## src/rtl/core/lsrb_pkg.sv

```systemverilog
// shared types and constants of the led segment refresh block
// no dependencies; imported by lsrb_cfg, lsrb_seq and the top level
package lsrb_pkg;

  // function codes of an input beat
  localparam logic [2:0] FUNC_WR_SEG  = 3'd0;
  localparam logic [2:0] FUNC_WR_MASK = 3'd1;
  localparam logic [2:0] FUNC_TOGGLE  = 3'd2;
  localparam logic [2:0] FUNC_FILL    = 3'd3;
  localparam logic [2:0] FUNC_REFRESH = 3'd4;
  localparam logic [2:0] FUNC_MODE    = 3'd5;
  localparam logic [2:0] FUNC_ENABLE  = 3'd6;

  // configuration register indexes (paddr bit 2)
  localparam logic REG_BRIGHTNESS = 1'b0;
  localparam logic REG_MODE       = 1'b1;

  localparam logic [2:0] BRIGHTNESS_RST = 3'd0;
  localparam logic [1:0] MODE_RST       = 2'd3;

  // wire bytes
  localparam logic [7:0] CMD_WRITE_SINGLE = 8'h44;
  localparam logic [7:0] CMD_ADDRESS      = 8'hC0;
  localparam logic [7:0] CMD_ENABLE       = 8'h88;
  localparam logic [7:0] MASK_FULL        = 8'hFF;

  typedef enum logic [1:0] {
    ST_IDLE,
    ST_REFRESH,
    ST_BCAST
  } lsrb_state_e;

  // buffer read request from the sequencer
  typedef struct packed {
    logic       en;
    logic [2:0] chip;
    logic [2:0] grid;
  } lsrb_rd_req_t;

  // one result beat
  typedef struct packed {
    logic       strobe;
    logic [2:0] target_chip;
    logic [7:0] wire_byte;
    logic       release_strobe;
    logic       last;
  } lsrb_beat_t;

endpackage

```

## src/rtl/core/lsrb_ram.sv

```systemverilog
// generic single-write, single-read ram with registered read data
// no dependencies
module lsrb_ram #(
  parameter int unsigned WIDTH = 8,
  parameter int unsigned DEPTH = 35,
  localparam int unsigned AddrW = (DEPTH > 1) ? $clog2(DEPTH) : 1
) (
  input  logic             clk_i,
  input  logic             we_i,
  input  logic [AddrW-1:0] waddr_i,
  input  logic [WIDTH-1:0] wdata_i,
  input  logic             re_i,
  input  logic [AddrW-1:0] raddr_i,
  output logic [WIDTH-1:0] rdata_o
);

  logic [WIDTH-1:0] mem_q [DEPTH];
  logic [WIDTH-1:0] rdata_q;

  always_ff @(posedge clk_i) begin
    if (we_i) begin
      mem_q[waddr_i] <= wdata_i;
    end
    if (re_i) begin
      rdata_q <= mem_q[raddr_i];
    end
  end

  assign rdata_o = rdata_q;

endmodule

```

## src/rtl/core/lsrb_cfg.sv

```systemverilog
// apb register file: brightness and display mode
// depends on lsrb_pkg
module lsrb_cfg (
  input  logic        clk_i,
  input  logic        rst_ni,
  input  logic        psel,
  input  logic        penable,
  input  logic        pwrite,
  input  logic [2:0]  paddr,
  input  logic [31:0] pwdata,
  output logic [31:0] prdata,
  output logic        pready,
  output logic [2:0]  brightness_o,
  output logic [1:0]  display_mode_o
);
  import lsrb_pkg::*;

  logic [2:0] brightness_q, brightness_d;
  logic [1:0] mode_q, mode_d;
  logic       wr_en;
  logic       reg_idx;

  assign pready  = 1'b1;
  assign wr_en   = psel & penable & pwrite & pready;
  assign reg_idx = paddr[2];

  always_comb begin
    brightness_d = brightness_q;
    mode_d       = mode_q;
    if (wr_en) begin
      case (reg_idx)
        REG_BRIGHTNESS: brightness_d = pwdata[2:0];
        REG_MODE:       mode_d       = pwdata[1:0];
        default:        ;
      endcase
    end
  end

  always_comb begin
    case (reg_idx)
      REG_BRIGHTNESS: prdata = {29'd0, brightness_q};
      REG_MODE:       prdata = {30'd0, mode_q};
      default:        prdata = 32'd0;
    endcase
  end

  always_ff @(posedge clk_i or negedge rst_ni) begin
    if (!rst_ni) begin
      brightness_q <= BRIGHTNESS_RST;
      mode_q       <= MODE_RST;
    end else begin
      brightness_q <= brightness_d;
      mode_q       <= mode_d;
    end
  end

  assign brightness_o   = brightness_q;
  assign display_mode_o = mode_q;

endmodule

```

## src/rtl/core/lsrb_seq.sv

```systemverilog
// refresh and broadcast sequencer with registered result beat
// depends on lsrb_pkg
module lsrb_seq #(
  parameter int unsigned CHIPS = 5,
  parameter int unsigned GRIDS = 7
) (
  input  logic                   clk_i,
  input  logic                   rst_ni,
  input  logic                   accept_i,
  input  logic [2:0]             func_i,
  input  logic [2:0]             chip_i,
  input  logic                   chip_ok_i,
  input  logic [2:0]             brightness_i,
  input  logic [1:0]             display_mode_i,
  input  logic [7:0]             data_i,
  output logic                   busy_o,
  output lsrb_pkg::lsrb_rd_req_t rd_req_o,
  output lsrb_pkg::lsrb_beat_t   beat_o
);
  import lsrb_pkg::*;

  localparam logic [2:0] LastGrid = 3'(GRIDS - 1);
  localparam logic [2:0] LastChip = 3'(CHIPS - 1);

  lsrb_state_e state_q, state_d;
  logic [1:0]  phase_q, phase_d;
  logic [2:0]  grid_q, grid_d;
  logic [2:0]  chip_q, chip_d;
  logic [7:0]  cmd_q, cmd_d;
  lsrb_beat_t  beat_q, beat_d;

  // next state
  always_comb begin
    state_d = state_q;
    phase_d = phase_q;
    grid_d  = grid_q;
    chip_d  = chip_q;
    cmd_d   = cmd_q;
    case (state_q)
      ST_IDLE: begin
        if (accept_i) begin
          if (func_i == FUNC_REFRESH && chip_ok_i) begin
            state_d = ST_REFRESH;
            phase_d = 2'd0;
            grid_d  = 3'd0;
            chip_d  = chip_i;
          end else if (func_i == FUNC_MODE) begin
            state_d = ST_BCAST;
            chip_d  = 3'd0;
            cmd_d   = {6'd0, display_mode_i};
          end else if (func_i == FUNC_ENABLE) begin
            state_d = ST_BCAST;
            chip_d  = 3'd0;
            cmd_d   = CMD_ENABLE | {5'd0, brightness_i};
          end
        end
      end
      ST_REFRESH: begin
        if (phase_q == 2'd2) begin
          phase_d = 2'd0;
          if (grid_q == LastGrid) begin
            state_d = ST_IDLE;
          end else begin
            grid_d = grid_q + 3'd1;
          end
        end else begin
          phase_d = phase_q + 2'd1;
        end
      end
      ST_BCAST: begin
        if (chip_q == LastChip) begin
          state_d = ST_IDLE;
        end else begin
          chip_d = chip_q + 3'd1;
        end
      end
      default: state_d = ST_IDLE;
    endcase
  end

  // outputs: read request and the beat to register
  always_comb begin
    rd_req_o      = '0;
    rd_req_o.chip = chip_q;
    rd_req_o.grid = grid_q;
    beat_d        = '0;
    beat_d.target_chip = chip_q;
    case (state_q)
      ST_REFRESH: begin
        beat_d.strobe = 1'b1;
        case (phase_q)
          2'd0: begin
            // buffer read issued here, data back for phase two
            rd_req_o.en           = 1'b1;
            beat_d.wire_byte      = CMD_WRITE_SINGLE;
            beat_d.release_strobe = 1'b1;
          end
          2'd1: begin
            beat_d.wire_byte      = CMD_ADDRESS | {4'd0, grid_q, 1'b0};
            beat_d.release_strobe = 1'b0;
          end
          default: begin
            beat_d.wire_byte      = data_i;
            beat_d.release_strobe = 1'b1;
            beat_d.last           = (grid_q == LastGrid);
          end
        endcase
      end
      ST_BCAST: begin
        beat_d.strobe         = 1'b1;
        beat_d.wire_byte      = cmd_q;
        beat_d.release_strobe = 1'b1;
        beat_d.last           = (chip_q == LastChip);
      end
      default: ;
    endcase
  end

  always_ff @(posedge clk_i or negedge rst_ni) begin
    if (!rst_ni) begin
      state_q <= ST_IDLE;
      phase_q <= 2'd0;
      grid_q  <= 3'd0;
      chip_q  <= 3'd0;
      cmd_q   <= 8'd0;
      beat_q  <= '0;
    end else begin
      state_q <= state_d;
      phase_q <= phase_d;
      grid_q  <= grid_d;
      chip_q  <= chip_d;
      cmd_q   <= cmd_d;
      beat_q  <= beat_d;
    end
  end

  assign busy_o = (state_q != ST_IDLE);
  assign beat_o = beat_q;

endmodule

```

## src/rtl/core/led_segment_refresh_with_blink_core.sv

```systemverilog
// top level of the led segment refresh block: buffers, valid bits, blink phase
// depends on lsrb_pkg, lsrb_ram, lsrb_cfg, lsrb_seq
//
// Usage:
//   Commands enter on start/busy: a beat is taken at a rising edge with start
//   high and busy low. func picks the operation; chip, grid and value carry
//   its operands. Segment and mask writes, blink toggle and fill produce no
//   results.
//   A chip refresh streams 3*GRIDS bytes (write command, grid address, data)
//   and a mode or enable broadcast streams CHIPS bytes, one per cycle. busy
//   stays high from the accepting edge until the last byte is out, so a new
//   command waits for it; the command rate is set by the one-byte-per-cycle
//   sequencer and its one buffer read per grid.
//   Result beats show on out_strobe_o for one cycle each, the first after the
//   state and beat registers of the sequencer; the receiver cannot stall them.
//   The segment and mask buffers are rams with registered read data; reset
//   clears the per-entry valid bits, so unwritten entries read as zero (or
//   the fill value and a full mask after a fill), with no clearing pass.
//   Registers sit on the apb port: brightness at 0x0, display mode at 0x4.
module led_segment_refresh_with_blink_core #(
  parameter int unsigned CHIPS = 5,
  parameter int unsigned GRIDS = 7
) (
  input  logic        clk_i,
  input  logic        rst_ni,
  input  logic        start,
  output logic        busy,
  input  logic [2:0]  func_i,
  input  logic [2:0]  chip_i,
  input  logic [2:0]  grid_i,
  input  logic [7:0]  value_i,
  output logic        out_strobe_o,
  output logic [2:0]  target_chip_o,
  output logic [7:0]  wire_byte_o,
  output logic        release_strobe_o,
  output logic        last_o,
  input  logic        psel,
  input  logic        penable,
  input  logic        pwrite,
  input  logic [2:0]  paddr,
  input  logic [31:0] pwdata,
  output logic [31:0] prdata,
  output logic        pready
);
  import lsrb_pkg::*;

  localparam int unsigned Depth = CHIPS * GRIDS;
  localparam int unsigned AddrW = (Depth > 1) ? $clog2(Depth) : 1;

  logic             accept;
  logic             chip_ok;
  logic             grid_ok;
  logic             wr_ok;
  logic             seg_we;
  logic             msk_we;
  logic             fill;
  logic [AddrW-1:0] waddr;
  logic [AddrW-1:0] raddr;
  logic [7:0]       seg_rdata;
  logic [7:0]       msk_rdata;
  logic [7:0]       seg_val;
  logic [7:0]       msk_val;
  logic [7:0]       data;
  logic [2:0]       brightness;
  logic [1:0]       display_mode;
  lsrb_rd_req_t     rd_req;
  lsrb_beat_t       beat;

  logic [Depth-1:0] seg_vld_q, seg_vld_d;
  logic [Depth-1:0] msk_vld_q, msk_vld_d;
  logic             seg_vld_rd_q, msk_vld_rd_q;
  logic [7:0]       dflt_seg_q, dflt_seg_d;
  logic [7:0]       dflt_msk_q, dflt_msk_d;
  logic             blink_q, blink_d;

  assign accept  = start & ~busy;
  assign chip_ok = {1'b0, chip_i} < 4'(CHIPS);
  assign grid_ok = {1'b0, grid_i} < 4'(GRIDS);
  assign wr_ok   = accept & chip_ok & grid_ok;
  assign seg_we  = wr_ok & (func_i == FUNC_WR_SEG);
  assign msk_we  = wr_ok & (func_i == FUNC_WR_MASK);
  assign fill    = accept & (func_i == FUNC_FILL);

  assign waddr = AddrW'(32'(chip_i) * GRIDS + 32'(grid_i));
  assign raddr = AddrW'(32'(rd_req.chip) * GRIDS + 32'(rd_req.grid));

  lsrb_cfg u_cfg (
    .clk_i,
    .rst_ni,
    .psel,
    .penable,
    .pwrite,
    .paddr,
    .pwdata,
    .prdata,
    .pready,
    .brightness_o   (brightness),
    .display_mode_o (display_mode)
  );

  lsrb_ram #(.WIDTH(8), .DEPTH(Depth)) u_seg_ram (
    .clk_i,
    .we_i    (seg_we),
    .waddr_i (waddr),
    .wdata_i (value_i),
    .re_i    (rd_req.en),
    .raddr_i (raddr),
    .rdata_o (seg_rdata)
  );

  lsrb_ram #(.WIDTH(8), .DEPTH(Depth)) u_msk_ram (
    .clk_i,
    .we_i    (msk_we),
    .waddr_i (waddr),
    .wdata_i (value_i),
    .re_i    (rd_req.en),
    .raddr_i (raddr),
    .rdata_o (msk_rdata)
  );

  // an entry not written since reset or the last fill reads the default
  always_comb begin
    seg_vld_d  = seg_vld_q;
    msk_vld_d  = msk_vld_q;
    dflt_seg_d = dflt_seg_q;
    dflt_msk_d = dflt_msk_q;
    blink_d    = blink_q;
    if (fill) begin
      seg_vld_d  = '0;
      msk_vld_d  = '0;
      dflt_seg_d = value_i;
      dflt_msk_d = MASK_FULL;
    end
    if (seg_we) begin
      seg_vld_d[waddr] = 1'b1;
    end
    if (msk_we) begin
      msk_vld_d[waddr] = 1'b1;
    end
    if (accept && func_i == FUNC_TOGGLE) begin
      blink_d = ~blink_q;
    end
  end

  always_ff @(posedge clk_i or negedge rst_ni) begin
    if (!rst_ni) begin
      seg_vld_q  <= '0;
      msk_vld_q  <= '0;
      dflt_seg_q <= 8'd0;
      dflt_msk_q <= 8'd0;
      blink_q    <= 1'b0;
    end else begin
      seg_vld_q  <= seg_vld_d;
      msk_vld_q  <= msk_vld_d;
      dflt_seg_q <= dflt_seg_d;
      dflt_msk_q <= dflt_msk_d;
      blink_q    <= blink_d;
    end
  end

  // valid bits sampled alongside the ram read
  always_ff @(posedge clk_i) begin
    if (rd_req.en) begin
      seg_vld_rd_q <= seg_vld_q[raddr];
      msk_vld_rd_q <= msk_vld_q[raddr];
    end
  end

  assign seg_val = seg_vld_rd_q ? seg_rdata : dflt_seg_q;
  assign msk_val = msk_vld_rd_q ? msk_rdata : dflt_msk_q;
  assign data    = (blink_q && msk_val != MASK_FULL) ? (msk_val & seg_val) : seg_val;

  lsrb_seq #(.CHIPS(CHIPS), .GRIDS(GRIDS)) u_seq (
    .clk_i,
    .rst_ni,
    .accept_i       (accept),
    .func_i,
    .chip_i,
    .chip_ok_i      (chip_ok),
    .brightness_i   (brightness),
    .display_mode_i (display_mode),
    .data_i         (data),
    .busy_o         (busy),
    .rd_req_o       (rd_req),
    .beat_o         (beat)
  );

  assign out_strobe_o     = beat.strobe;
  assign target_chip_o    = beat.target_chip;
  assign wire_byte_o      = beat.wire_byte;
  assign release_strobe_o = beat.release_strobe;
  assign last_o           = beat.last;

endmodule
```

## config.mk

```make
export PLATFORM = sky130hd
export DESIGN_NAME = led_segment_refresh_with_blink_core
export DESIGN_NICKNAME = d
export VERILOG_FILES = /design/src/rtl/core/lsrb_pkg.sv /design/src/rtl/core/lsrb_ram.sv /design/src/rtl/core/lsrb_cfg.sv /design/src/rtl/core/lsrb_seq.sv /design/src/rtl/core/led_segment_refresh_with_blink_core.sv
export SDC_FILE = /design/constraint.sdc
export NUM_CORES = 1
export LEC_CHECK = 0
export BUFFER_PORTS_ARGS = -buffer_cell sky130_fd_sc_hd__buf_2
export CAP_MARGIN = 20
export CORE_AREA = 3 3 290 292
export CTS_BUF_LIST = sky130_fd_sc_hd__clkbuf_8
export CTS_CLUSTER_SIZE = 14
export DETAILED_ROUTE_END_ITERATION = 8
export DIE_AREA = 0 0 293 295
export SYNTH_ARGS = -nofsm -noshare
export SYNTH_HDL_FRONTEND = slang
export SYNTH_SLANG_ARGS = --single-unit
```

## constraint.sdc

```tcl
create_clock -name clk_i -period 5 [get_ports clk_i]
set_input_delay 0.5 -clock clk_i [delete_from_list [all_inputs] [get_ports clk_i]]
set_output_delay 0.5 -clock clk_i [all_outputs]
set_load 0.005 [all_outputs]
```

Yosys cells after proc, flatten, opt, wreduce, memory -nomap -nowiden
Memory sizes are Yosys's and may differ from the RTL's. A register that Yosys moved wholly into a read port is not among the register bits. Index checks and enable logic that the tools add are counted.

Register bits after elaboration: 119. Input port bits: 58. Memories: 2. RAM bits: 560. Word-level logic and storage cells: 138.

Multiply operators: 2. Multiplexer cells: 49. $add $sub $neg: 5. Magnitude comparators: 5. Reduce and logical (&&, ||, !) cells: 20. Bitwise operators: 15. Eq/ne operators: 21.

Memory list: u_msk_ram.mem_q (depth 35, width 8, rd ports 1, clocked after memory_dff 1, wr ports 1, line lsrb_ram.sv:17) `logic [WIDTH-1:0] mem_q [DEPTH];`; u_seg_ram.mem_q (depth 35, width 8, rd ports 1, clocked after memory_dff 1, wr ports 1, line lsrb_ram.sv:17).

Operators by type and width (number): 35-bit two-way mux (4); 35-bit OR (2); 32-bit case mux with 2 select lines (1); 8-bit two-way mux (5); 3-bit two-way mux (9); 2-bit two-way mux (10); 10-bit case mux with 2 select lines (1); 9-bit case mux with 2 select lines (1); 3-bit equality test, second input constant (5); 6-bit by 7-bit < comparator with 1-bit output, second input constant (2); 6-bit by 3-bit adder with 6-bit output (2); 1-bit binary-select mux with 6-bit select (2); 3-bit by 3-bit multiplier with 6-bit output, second input constant (2); 3-bit case mux with 2 select lines (2); 1-bit two-way mux (11); 5-bit AND reduction (2); 1-bit AND (8); 8-bit AND (1); 2-bit by 1-bit != test with 1-bit output, second input constant (4); 8-bit != test, second input constant (1); 4-bit AND reduction (2); 2-bit nonzero test (4); 3-bit by 1-bit adder with 3-bit output, second input constant (2); 1-bit demux with 6-bit select (1); other kinds (18) (33).

Depth between registers and ports, before layout
Gate-level depths: netlist of the first run.

Depth in word-level cells: 8. Mapped depth: 14. Gate-level depth less buffers: 11.

Hierarchy
A second synthesis of the first run with hierarchy kept.

Cells, all modules: 1846. Area, all modules: 29711.0 um2.

By module, submodules not included: lsrb_ram (cells an instance 638, instances 2, sequential area each 8648.3 um2, area each 11514.8 um2); led_segment_refresh_with_blink_core (cells an instance 359, instances 1, sequential area each 2062.0 um2, area each 4594.4 um2); lsrb_seq (cells an instance 164, instances 1, sequential area each 700.7 um2, area each 1591.5 um2); lsrb_cfg (cells an instance 47, instances 1, sequential area each 127.6 um2, area each 495.5 um2).

Worst setup path after synthesis of the first run
Ideal clock, no wire load.

Path kind: input to register. From: input port chip_i[0]. To: memory u_msk_ram.mem_q[0][0], enable pin. Slack: 1.260 ns. Data arrival time: 3.370 ns. Stages: 8. Cell sequence: fa_1 > fa_1 > fa_1 > a21boi_0 > nor4_1 > nand3_1 > clkbuf_1 > nor2_1.

Cells in the longest elaborated chain, start to end: 6. Elaborated cells between the ends (all ways): 8. Classes of those cells: 1 x add/sub; 1 x mul; 1 x order compare; 2 x mux; 3 x bitwise.

RTL lines: start, declared (line led_segment_refresh_with_blink_core.sv:29) `input logic [2:0] chip_i,`; parallel branches: the longest is 6 deep, another holds 3-bit by 3-bit multiplier with 6-bit output; end, declared (line lsrb_ram.sv:17).

Parallel ways; which one is timed is not known.

Worst setup path in the final report of the first run
From: register u_seq.chip_q[0]. To: register u_msk_ram.rdata_q[3], in the netlist u_msk_ram.rdata_o[3], read port of u_msk_ram.mem_q (data pin).

Cells in the longest elaborated chain, start to end: 2.

RTL lines: start, declared (line lsrb_seq.sv:28) `logic [2:0] chip_q, chip_d;`; start signal, assigned (line lsrb_seq.sv:131) `chip_q <= chip_d;`; 3-bit by 3-bit multiplier with 6-bit output (line led_segment_refresh_with_blink_core.sv:85) `assign raddr = AddrW'(32'(rd_req.chip) * GRIDS + 32'(rd_req.grid));`; 6-bit by 3-bit adder with 6-bit output (line led_segment_refresh_with_blink_core.sv:85); end, declared (line lsrb_ram.sv:18) `logic [WIDTH-1:0] rdata_q;`.

No other way between the ends. A chain may end at the register's enable or synchronous reset.

==> results.toml, run 1 <==
[layout]
drive_gt1_share_pct = 26.8
register_area_sq_um = 20200
final_cells = 3097
area.growth.synth_to_final_pct = 15.5
final_nets = 2023
fill_cells = 7390
multiInputGateArea_sq_um = 7840

[synthesis]
yosys.area.top_type_share_pct = 60.7
synth_xor_xnor_area_share_pct = 0.306
synth_compound_area_share_pct = 4.25
synth_edf_count = 578
syn_avg_cell_area_sq_um = 16.4
synth_top_family_by_area = "multiplexers"
yosys.area.top_type = "edfxtp_1"
synth_flop_cell = "edfxtp_1"
async_flop_share_pct = 16.4
synth_seq_cells = 691
synthAdderAreaFrac_pct = 1.70
ys_top_cells_by_count = "edfxtp_1, nand2_1, mux4_2"
syn_area_sq_um = 28600
ys_types = 57
yosys_warnings = 0
netlist_instances = 1747
yosys-top-cells-area = "edfxtp_1, mux4_2, dfrtp_1, nand2_1, mux2_2"
synth_most_common_cell = "edfxtp_1"
synthMuxAreaShare_pct = 13.9
seq_area_frac_synth_pct = 70.6
synth-simple-area-share_pct = 6.58

[global_routing]
grt_pass1_wl_um = 103000
overflow = 0
grt_max_degree = 80
grt_pass1_vias = 16600
antenna_found_initial = 1
grt_usage_pct = 15.7

[die]
pin_count = 106
die_area_sq_um = 86400
die_w_um = 293
rows = 105
core_sq_um = 81800
start_util_pct = 35.0
die_height_um = 295

[worst_setup_path]
end_kind = "flip-flop"
worstRegToRegCells = 11
worst_setup_path_start_kind = "flip-flop"
criticalPathCategory = "reg2reg"
worstPathArrival_ns = 4.87
endpoint = "u_msk_ram.rdata_o[3]"
ff2ff_setup_slack_ns = 0.56
regToRegStartpoint = "u_seq.chip_q[0]"
startpoint = "u_seq.chip_q[0]"
regToRegEndpoint = "u_msk_ram.rdata_o[3]"
cp_max_fo = 31
cp.required_ns = 5.43

[clocking]
htreeDepth = 3
postCtsSetupRepairBufs = 0
cts-root-buf = "clkbuf_8"
clk_path_buf_depth = 3
cts_buffers = 111
insertion_delay_ns = 0.72
tritoncts = "yes"
clock_sinks = 691
hold_buffers = 4
clkTransAtPathRegs_ns = 0.06
cts.repair.resized = 0

[route]
via_count = 15900
drc = 0
first_pass_iters = 5
viasPerCell = 5.14
wl_met1_um = 29100
drt_iter0_drc = 1400
wire_per_inst_um = 21.7
dr_wl_met3_um = 4520
ant_nets = 0
drt_wl_total_um = 67300
top_layer = "met4"
dr_wl_met2_um = 32100

[place]
numPlacedInstances = 2884
hpwl_um = 40400
gp_congestion = 0.860
port_buffers = 44

[sta]
tightest_slew_ns = 0.957
period_needed_ns = 4.44
fin_crit_sh_pct = 88.9
tns_ns = 0
clock_skew_ns = 0.0470
hold_violations = 0
slew_violations = 0
slew-limit-headroom_pct = 36.2
finalSetupViolCount = 0
rsz0062_at_grt = "no"
fmax_ghz = 0.225

[status]
status = "completed"

[pwr]
ir_drop_uv = 729
leakagePower_nw = 11.7
p_per_area_nw_per_um2 = 659

[hold_path]
hp-class = "in2reg"

[job]
max_cap_violations = 0
## through the flow
stage	setup WS (ns)	hold WS [ns]	utilization [%]	total power, mW	cell area, sq um
after floorplan	1.26	0.204	-	13.5	28700
after detailed placement	0.557	0.434	37.6	17.2	30800
after CTS	0.545	0.0727	40.4	22.0	33000
after global placement	0.552	0.429	37.6	17.1	30800
after global routing	0.351	0.133	40.4	23.0	33000
final	0.557	0.148	40.4	21.8	33000
## kinds of logic (layout without fill, tap and decap cells)
logic type                 count (synthesis)  after routing
adders and majority gates                 34             34
muxes                                    209            209
other                                      2             31
DFF                                      691            691
xor gates and xnor gates                  10             10
and+or+nand+nor                          440            440
AOI/OAI and AO/OA                        202            202
buffers and inverters                    159            410
## worst min-delay path by stage
stage             startpoint              end  cells past startpoint  slack, ns
2_1_floorplan         rst_ni          blink_q                      0       0.20
3_3_place_gp   dflt_msk_q[0]    dflt_msk_q[0]                      2       0.43
3_5_place_dp   dflt_msk_q[0]    dflt_msk_q[0]                      2       0.43
4_1_cts            chip_i[0]  u_seq.chip_q[0]                      3       0.07
5_1_grt            chip_i[0]  u_seq.chip_q[0]                      3       0.13
6_report           chip_i[0]  u_seq.chip_q[0]                      3       0.15
## flip-flops by register name, indices dropped and copies added (netlist names)
signal and cells:
blink_q 1, dflt_msk_q 1, dflt_seg_q 8, msk_vld_q 35, msk_vld_rd_q 1, seg_vld_q 35
seg_vld_rd_q 1, u_cfg.brightness_o 3, u_cfg.display_mode_o 2, u_msk_ram.mem_q 280, u_msk_ram.rdata_o 8, u_seg_ram.mem_q 280
u_seg_ram.rdata_o 8, u_seq.beat_o 14, u_seq.chip_q 3, u_seq.cmd_q 4, u_seq.grid_q 3, u_seq.phase_q 2
u_seq.state_q 2
## layer usage
layer / up-vias / track usage, %
li1: 7028 / -
met1: 8217 / 21.4
met2: 575 / 25.2
met3: 109 / 3.31
met4: 0 / 5.41
met5: - / 0
## final cells by class
type,count,share of cell area [%]
Tap cell,1070,4.05
Multi-Input combinational cell,925,23.7
Timing Repair Buffer,179,4.11
Clock buffer,124,5.17
Clock inverter,84,1.56
Antenna cell,1,0.00757
Inverter,23,0.261
Sequential cell,691,61.1
## worst max-delay path, stage by stage, from the launching register on
cell     delay [ns]
dfrtp_1        0.48
fa_1           0.56
inv_1          0.05
fa_1           0.48
fa_4           1.24
buf_4          0.31
buf_4          0.20
mux4_2         0.30
nand3_1        0.10
nand2_1        0.05
o21ai_0        0.24
a31oi_1        0.14
## where the power goes
group          internal (mW)  switching [mW]
Sequential              6.57           0.128
Clock                   2.54            2.23
Combinational           4.22            6.07
## layout by cell type (no fill, tap or decap), types with 3 or more instances in the layout
master and instances:
a211o_1 4, a211oi_1 5, a21boi_0 4, a21o_1 5, a21oi_1 29, a22o_1 6, a31oi_1 16, and2_1 3
buf_12 9, buf_2 43, buf_4 123, bufinv_16 5, clkbuf_8 124, clkinv_1 21, clkinv_2 24, conb_1 30
dfrtp_1 111, dlygate4sd3_1 4, edfxtp_1 578, fa_1 7, ha_1 24, inv_1 52, mux2_2 48, mux2i_1 15
mux4_2 146, nand2_1 226, nand2b_1 3, nand3_1 68, nand3b_1 5, nor2_1 90, nor2b_1 6, nor3_1 17
o211ai_1 18, o21a_1 3, o21ai_0 96, or3_1 3, xnor2_1 6
Note: power is estimated with default switching activity, not from simulation.
==> run 2: changes to the inputs <==
--- a/config.mk
+++ b/config.mk
@@ -12,6 +12,8 @@
 export CTS_CLUSTER_SIZE = 14
 export DETAILED_ROUTE_END_ITERATION = 8
 export DIE_AREA = 0 0 293 295
+export REMOVE_ABC_BUFFERS = 1
+export SKIP_LAST_GASP = 1
 export SYNTH_ARGS = -nofsm -noshare
 export SYNTH_HDL_FRONTEND = slang
 export SYNTH_SLANG_ARGS = --single-unit
==> run 2 against run 1 <==
Net effect: first-iteration DRC count is 2.6% lower; maximum frequency is 3.2% lower; register-to-register slack worse by 0.15 ns; final cell count is 0.29% lower; clock power is 8.4% lower; critical endpoint is now u_msk_ram.rdata_o[5].
==> results.toml, run 2 (same netlist as run 1, synthesis figures left out) <==
[sta]
period_needed_ns = 4.59
setup_ws_ns = 0.411
slew-limit-headroom_pct = 35.4
rsz0062_at_grt = "no"
tightest_slew_ns = 0.966
fin_crit_sh_pct = 91.8
clock_skew_ns = 0.0367
hold_violations = 0
slew_violations = 0
fmax_ghz = 0.218
finalSetupViolCount = 0

[route]
drc = 0
drt_iter0_drc = 1364
first_pass_iters = 5
drt_wl_total_um = 66700
via_count = 15800
viasPerCell = 5.13
ant_nets = 0
wire_per_inst_um = 21.6

[worst_setup_path]
cp.required_ns = 5.43
cpPeakStageDelay_ns = 1.29
regToRegStartpoint = "u_seq.chip_q[0]"
slowest_stage = "fa_4"
crit_chain = "fa_1 -> inv_1 -> fa_1 -> fa_4 -> buf_12 -> buf_12 -> mux4_2 -> nand2_1 -> a21oi_1 -> o21ai_0 -> a31oi_1"
end_kind = "flip-flop"
worst_setup_path_start_kind = "flip-flop"
worstPathArrival_ns = 5.02
criticalPathCategory = "reg2reg"
cp_max_fo = 41
ff2ff_setup_slack_ns = 0.41
regToRegEndpoint = "u_msk_ram.rdata_o[5]"
worstRegToRegCells = 11

[layout]
drive_gt1_share_pct = 25.7
final_area_sq_um = 32800
fin_util_pct = 40.0
final_cell_mix = "edfxtp_1, nand2_1, mux4_2"
final_cells = 3088
top_regs = "u_msk_ram.mem_q (280), u_seg_ram.mem_q (280)"
final_nets = 2019
area.growth.synth_to_final_pct = 14.5
layout_commonest_cell = "edfxtp_1"

[global_routing]
grt_pass1_vias = 16300
overflow = 0
antenna_found_initial = 1
grt_usage_pct = 15.4
grt_pass1_wl_um = 101000
grt_max_degree = 80

[clocking]
postCtsSetupRepairBufs = 0
cts-root-buf = "clkbuf_8"
htreeDepth = 3
clock_sinks = 691
insertion_delay_ns = 0.72
cts_buffers = 108
clk_path_buf_depth = 3
tritoncts = "yes"
clkTransAtPathRegs_ns = 0.06
cts.repair.resized = 0

[place]
dp_slack_ns = 0.424
post_dp_cell_area_sq_um = 30700
hpwl_um = 40000
port_buffers = 44
gp_congestion = 0.790
numPlacedInstances = 2883

[hold_path]
hold-path-cell-count = 3
min_to = "u_seq.chip_q[0]"
hp-class = "in2reg"
min-delay-start = "chip_i[0]"

[die]
die_height_um = 295
die_area_sq_um = 86400
pin_count = 106
core_sq_um = 81800
die_w_um = 293
start_util_pct = 35.0
rows = 105

[pwr]
p_per_area_nw_per_um2 = 650
leakagePower_nw = 11.6
ir_drop_uv = 875

[job]
max_cap_violations = 0

[status]
status = "completed"
[run 2: cell count changes in the layout (fill, tap and decap cells not counted)]
cell / change
inv_4: +1
clkinv_8: -2
buf_12: -4
clkinv_2: -14
inv_1: +18
clkbuf_8: -7
clkinv_1: -3
inv_8: +3
buf_4: +3
bufinv_16: -4
[run 2: final cells by class]
type | instances | area (sq um)
Inverter | 23 | 86.3
Tap cell | 1070 | 1340
Multi-Input combinational cell | 925 | 7840
Timing Repair Buffer | 178 | 1300
Fill cell | 7395 | 49100
Clock inverter | 83 | 389
Sequential cell | 691 | 20200
Antenna cell | 1 | 2.50
Clock buffer | 117 | 1610
[run 2: through the flow]
step / TNS (ns) / hold WS [ns] / power (mW)
global route: 0 / 0.145 / 22.5
floorplan: -38.86 / 0.204 / 12.3
global placement: 0 / 0.427 / 17.1
detailed placement: 0 / 0.452 / 17.2
finish: 0 / 0.166 / 21.3
CTS: 0 / 0.0915 / 21.6
[run 2: repair_timing]
item                                    4_1_cts  5_1_grt
hold buffers                                  4        0
endpoints found under the setup margin        0        0
hold endpoints to repair                     73        0
[run 2: where the power goes]
| part | internal (mW) | switching (mW) | leakage (nW) |
|---|---|---|---|
| registers | 6.57 | 0.123 | 6.70 |
| logic | 4.20 | 6.00 | 3.69 |
| clock network | 2.21 | 2.17 | 1.20 |
[run 2: layer usage]
| metal | up-vias | global-route usage, % | routed length [um] | part of all wire [%] |
|---|---|---|---|---|
| met4 | 0 | 6.18 | 2170 | 3.2 |
| li1 | 7026 | - | - | - |
| met1 | 8182 | 20.8 | 29100 | 44 |
| met2 | 516 | 25.0 | 31900 | 48 |
| met3 | 117 | 2.40 | 3470 | 5.2 |
| met5 | - | 0 | 0 | 0 |
[run 2: worst max-delay path, delay by kind of cell (launching register included)]
family,cells,cell delay [ns]
buffers and inverters,3,0.52
flip-flops,1,0.48
AO/OA/AOI/OAI,3,0.43
adder cells (fa/ha/maj),3,2.34
multiplexers,1,0.35
AND/OR/NAND/NOR,1,0.11
[run 2: how the worst max path moves through the flow]
stage / start / end / slack, ns
floorplan: u_seq.chip_q[0] / u_seg_ram.rdata_o[6] / -2.17
global placement: u_seq.chip_q[0] / u_msk_ram.rdata_o[5] / 0.44
detailed placement: u_seq.chip_q[0] / u_msk_ram.rdata_o[5] / 0.42
CTS: u_seq.chip_q[0] / u_msk_ram.rdata_o[5] / 0.35
global route: u_seq.chip_q[0] / u_msk_ram.rdata_o[5] / 0.13
finish: u_seq.chip_q[0] / u_msk_ram.rdata_o[5] / 0.41
==> run 3: changes to the inputs <==
==> constraint.sdc (replaced) <==
create_clock -name clk_i -period 4.75 [get_ports clk_i]
set_input_delay 0.475 -clock clk_i [delete_from_list [all_inputs] [get_ports clk_i]]
set_output_delay 0.475 -clock clk_i [all_outputs]
set_load 0.005 [all_outputs]
==> run 3 against run 2 <==
Net effect: global-route usage is 0.15 points higher; largest cell class unchanged; critical endpoint is now u_seg_ram.rdata_o[2]; register-to-register slack improved by 0.03 ns; utilization grew 0.20 points; critical path depth stayed put; via count fell by 1.0%.
==> results.toml, run 3 (same netlist as run 1, synthesis figures left out) <==
[sta]
rsz0062_at_grt = "no"
slew_violations = 0
slew-limit-headroom_pct = 33.7
fin_crit_sh_pct = 90.8
clock_skew_ns = 0.0313
finalSetupViolCount = 0
hold_violations = 0
tightest_slew_ns = 0.994
period_needed_ns = 4.31
whs_ns = 0.162
setup_ws_ns = 0.439
fmax_ghz = 0.232

[worst_setup_path]
end_kind = "flip-flop"
cp.depth = 11
regToRegStartpoint = "u_seq.chip_q[0]"
cp.required_ns = 5.18
worstPathArrival_ns = 4.74
ff2ff_setup_slack_ns = 0.44
worstRegToRegCells = 11
regToRegEndpoint = "u_seg_ram.rdata_o[2]"
criticalPathCategory = "reg2reg"
cpPeakStageDelay_ns = 1.05
crit_family = "adder cells"
slowest_stage = "fa_4"
crit_chain = "fa_1 -> inv_1 -> fa_1 -> fa_4 -> buf_12 -> buf_12 -> mux4_2 -> nand3_1 -> nand2_1 -> o21ai_0 -> a31oi_1"
startpoint = "u_seq.chip_q[0]"
path_buf_inv = 3
worst_setup_path_start_kind = "flip-flop"
endpoint = "u_seg_ram.rdata_o[2]"
cp_max_fo = 19

[clocking]
cts_buffers = 107
clock_sinks = 691
cts.repair.resized = 0
clk_path_buf_depth = 3
htreeDepth = 3
clkTransAtPathRegs_ns = 0.06
tritoncts = "yes"
insertion_delay_ns = 0.70
cts-root-buf = "clkbuf_8"

[place]
gp_congestion = 0.794
post_dp_cell_area_sq_um = 30800
hpwl_um = 39500
dp_slack_ns = 0.421
port_buffers = 44

[die]
core_sq_um = 81800
die_height_um = 295
start_util_pct = 35.0
die_area_sq_um = 86400
die_w_um = 293
rows = 105
pin_count = 106

[route]
drt_wl_total_um = 66700
drc = 0
viasPerCell = 5.07
wire_per_inst_um = 21.6
via_count = 15700
drt_iter0_drc = 1217
first_pass_iters = 5
ant_nets = 0

[global_routing]
gr-usage-met2_pct = 25.7
grt_usage_pct = 15.5
grtUsageMet3_pct = 2.29
grt-busiest-layer = "met2"
overflow = 0
grtUsageMet1_pct = 20.9
grt_pass1_wl_um = 102000
antenna_found_initial = 1
grt_max_degree = 77
grt_pass1_vias = 16400

[layout]
final_area_sq_um = 32900
drive_gt1_share_pct = 26.1
top_regs = "u_msk_ram.mem_q (280), u_seg_ram.mem_q (280)"
final_nets = 2022
final_cell_mix = "edfxtp_1, nand2_1, mux4_2"
register_area_sq_um = 20200
multiInputGateArea_sq_um = 7840
layout_commonest_cell = "edfxtp_1"
fill_cells = 7386
area.growth.synth_to_final_pct = 15.1

[job]
max_cap_violations = 0

[pwr]
leakagePower_nw = 11.6
ir_drop_uv = 642
power_mw = 22.9
p_per_area_nw_per_um2 = 696

[hold_path]
hold-path-cell-count = 3
hp-class = "in2reg"
min-delay-start = "chip_i[0]"

[status]
status = "completed"
## run 3: changes by cell type in the layout (fill, tap and decap cells not counted)
cell and change:
buf_12 +4, clkinv_2 +4, clkbuf_8 +2, inv_1 -17
inv_8 -2, bufinv_16 +3, inv_4 -1, clkinv_1 +11
## run 3: worst min-delay path by stage
stage	end	slack (ns)
after floorplan	blink_q	0.18
after global placement	dflt_msk_q[0]	0.43
after detailed placement	dflt_msk_q[0]	0.43
after CTS	u_seq.chip_q[0]	0.09
after global routing	u_seq.chip_q[0]	0.15
final	u_seq.chip_q[0]	0.16
## run 3: cell type report
| class | instances | share of cell area [%] |
|---|---|---|
| Sequential cell | 691 | 61.3 |
| Multi-Input combinational cell | 925 | 23.8 |
| Clock buffer | 119 | 4.97 |
| Timing Repair Buffer | 182 | 4.20 |
| Tap cell | 1070 | 4.07 |
| Clock inverter | 81 | 1.36 |
| Inverter | 23 | 0.262 |
| Antenna cell | 1 | 0.00760 |
## run 3: worst register-to-register path: stages, from the launching register on
cell     delay (ns)
dfrtp_1        0.48
fa_1           0.57
inv_1          0.05
fa_1           0.49
fa_4           1.05
buf_12         0.22
buf_12         0.17
mux4_2         0.31
nand3_1        0.14
nand2_1        0.06
o21ai_0        0.35
a31oi_1        0.16
## run 3: metal layers
layer / share of wire (%) / routed length [um]
met1: 43 / 28900
met2: 49 / 32700
met3: 5.0 / 3310
met4: 2.7 / 1810
met5: 0 / 0
## run 3: per-stage QoR
step                      instances  setup TNS [ns]  utilization, %
final                          3092               0            40.2
after global routing           3092               0            40.2
after CTS                      3091               0            40.2
after detailed placement       2887               0            37.6
after global placement         2887               0            37.6
after floorplan                1639          -43.36               -
## run 3: timing repair
action,CTS,global route
hold endpoints to repair,78,0
hold buffers,4,0
setup buffers,0,0
## run 3: power by group
part | internal, mW | switching (mW)
logic | 4.60 | 6.44
clock network | 2.52 | 2.29
registers | 6.92 | 0.135
total | 14.0 | 8.87
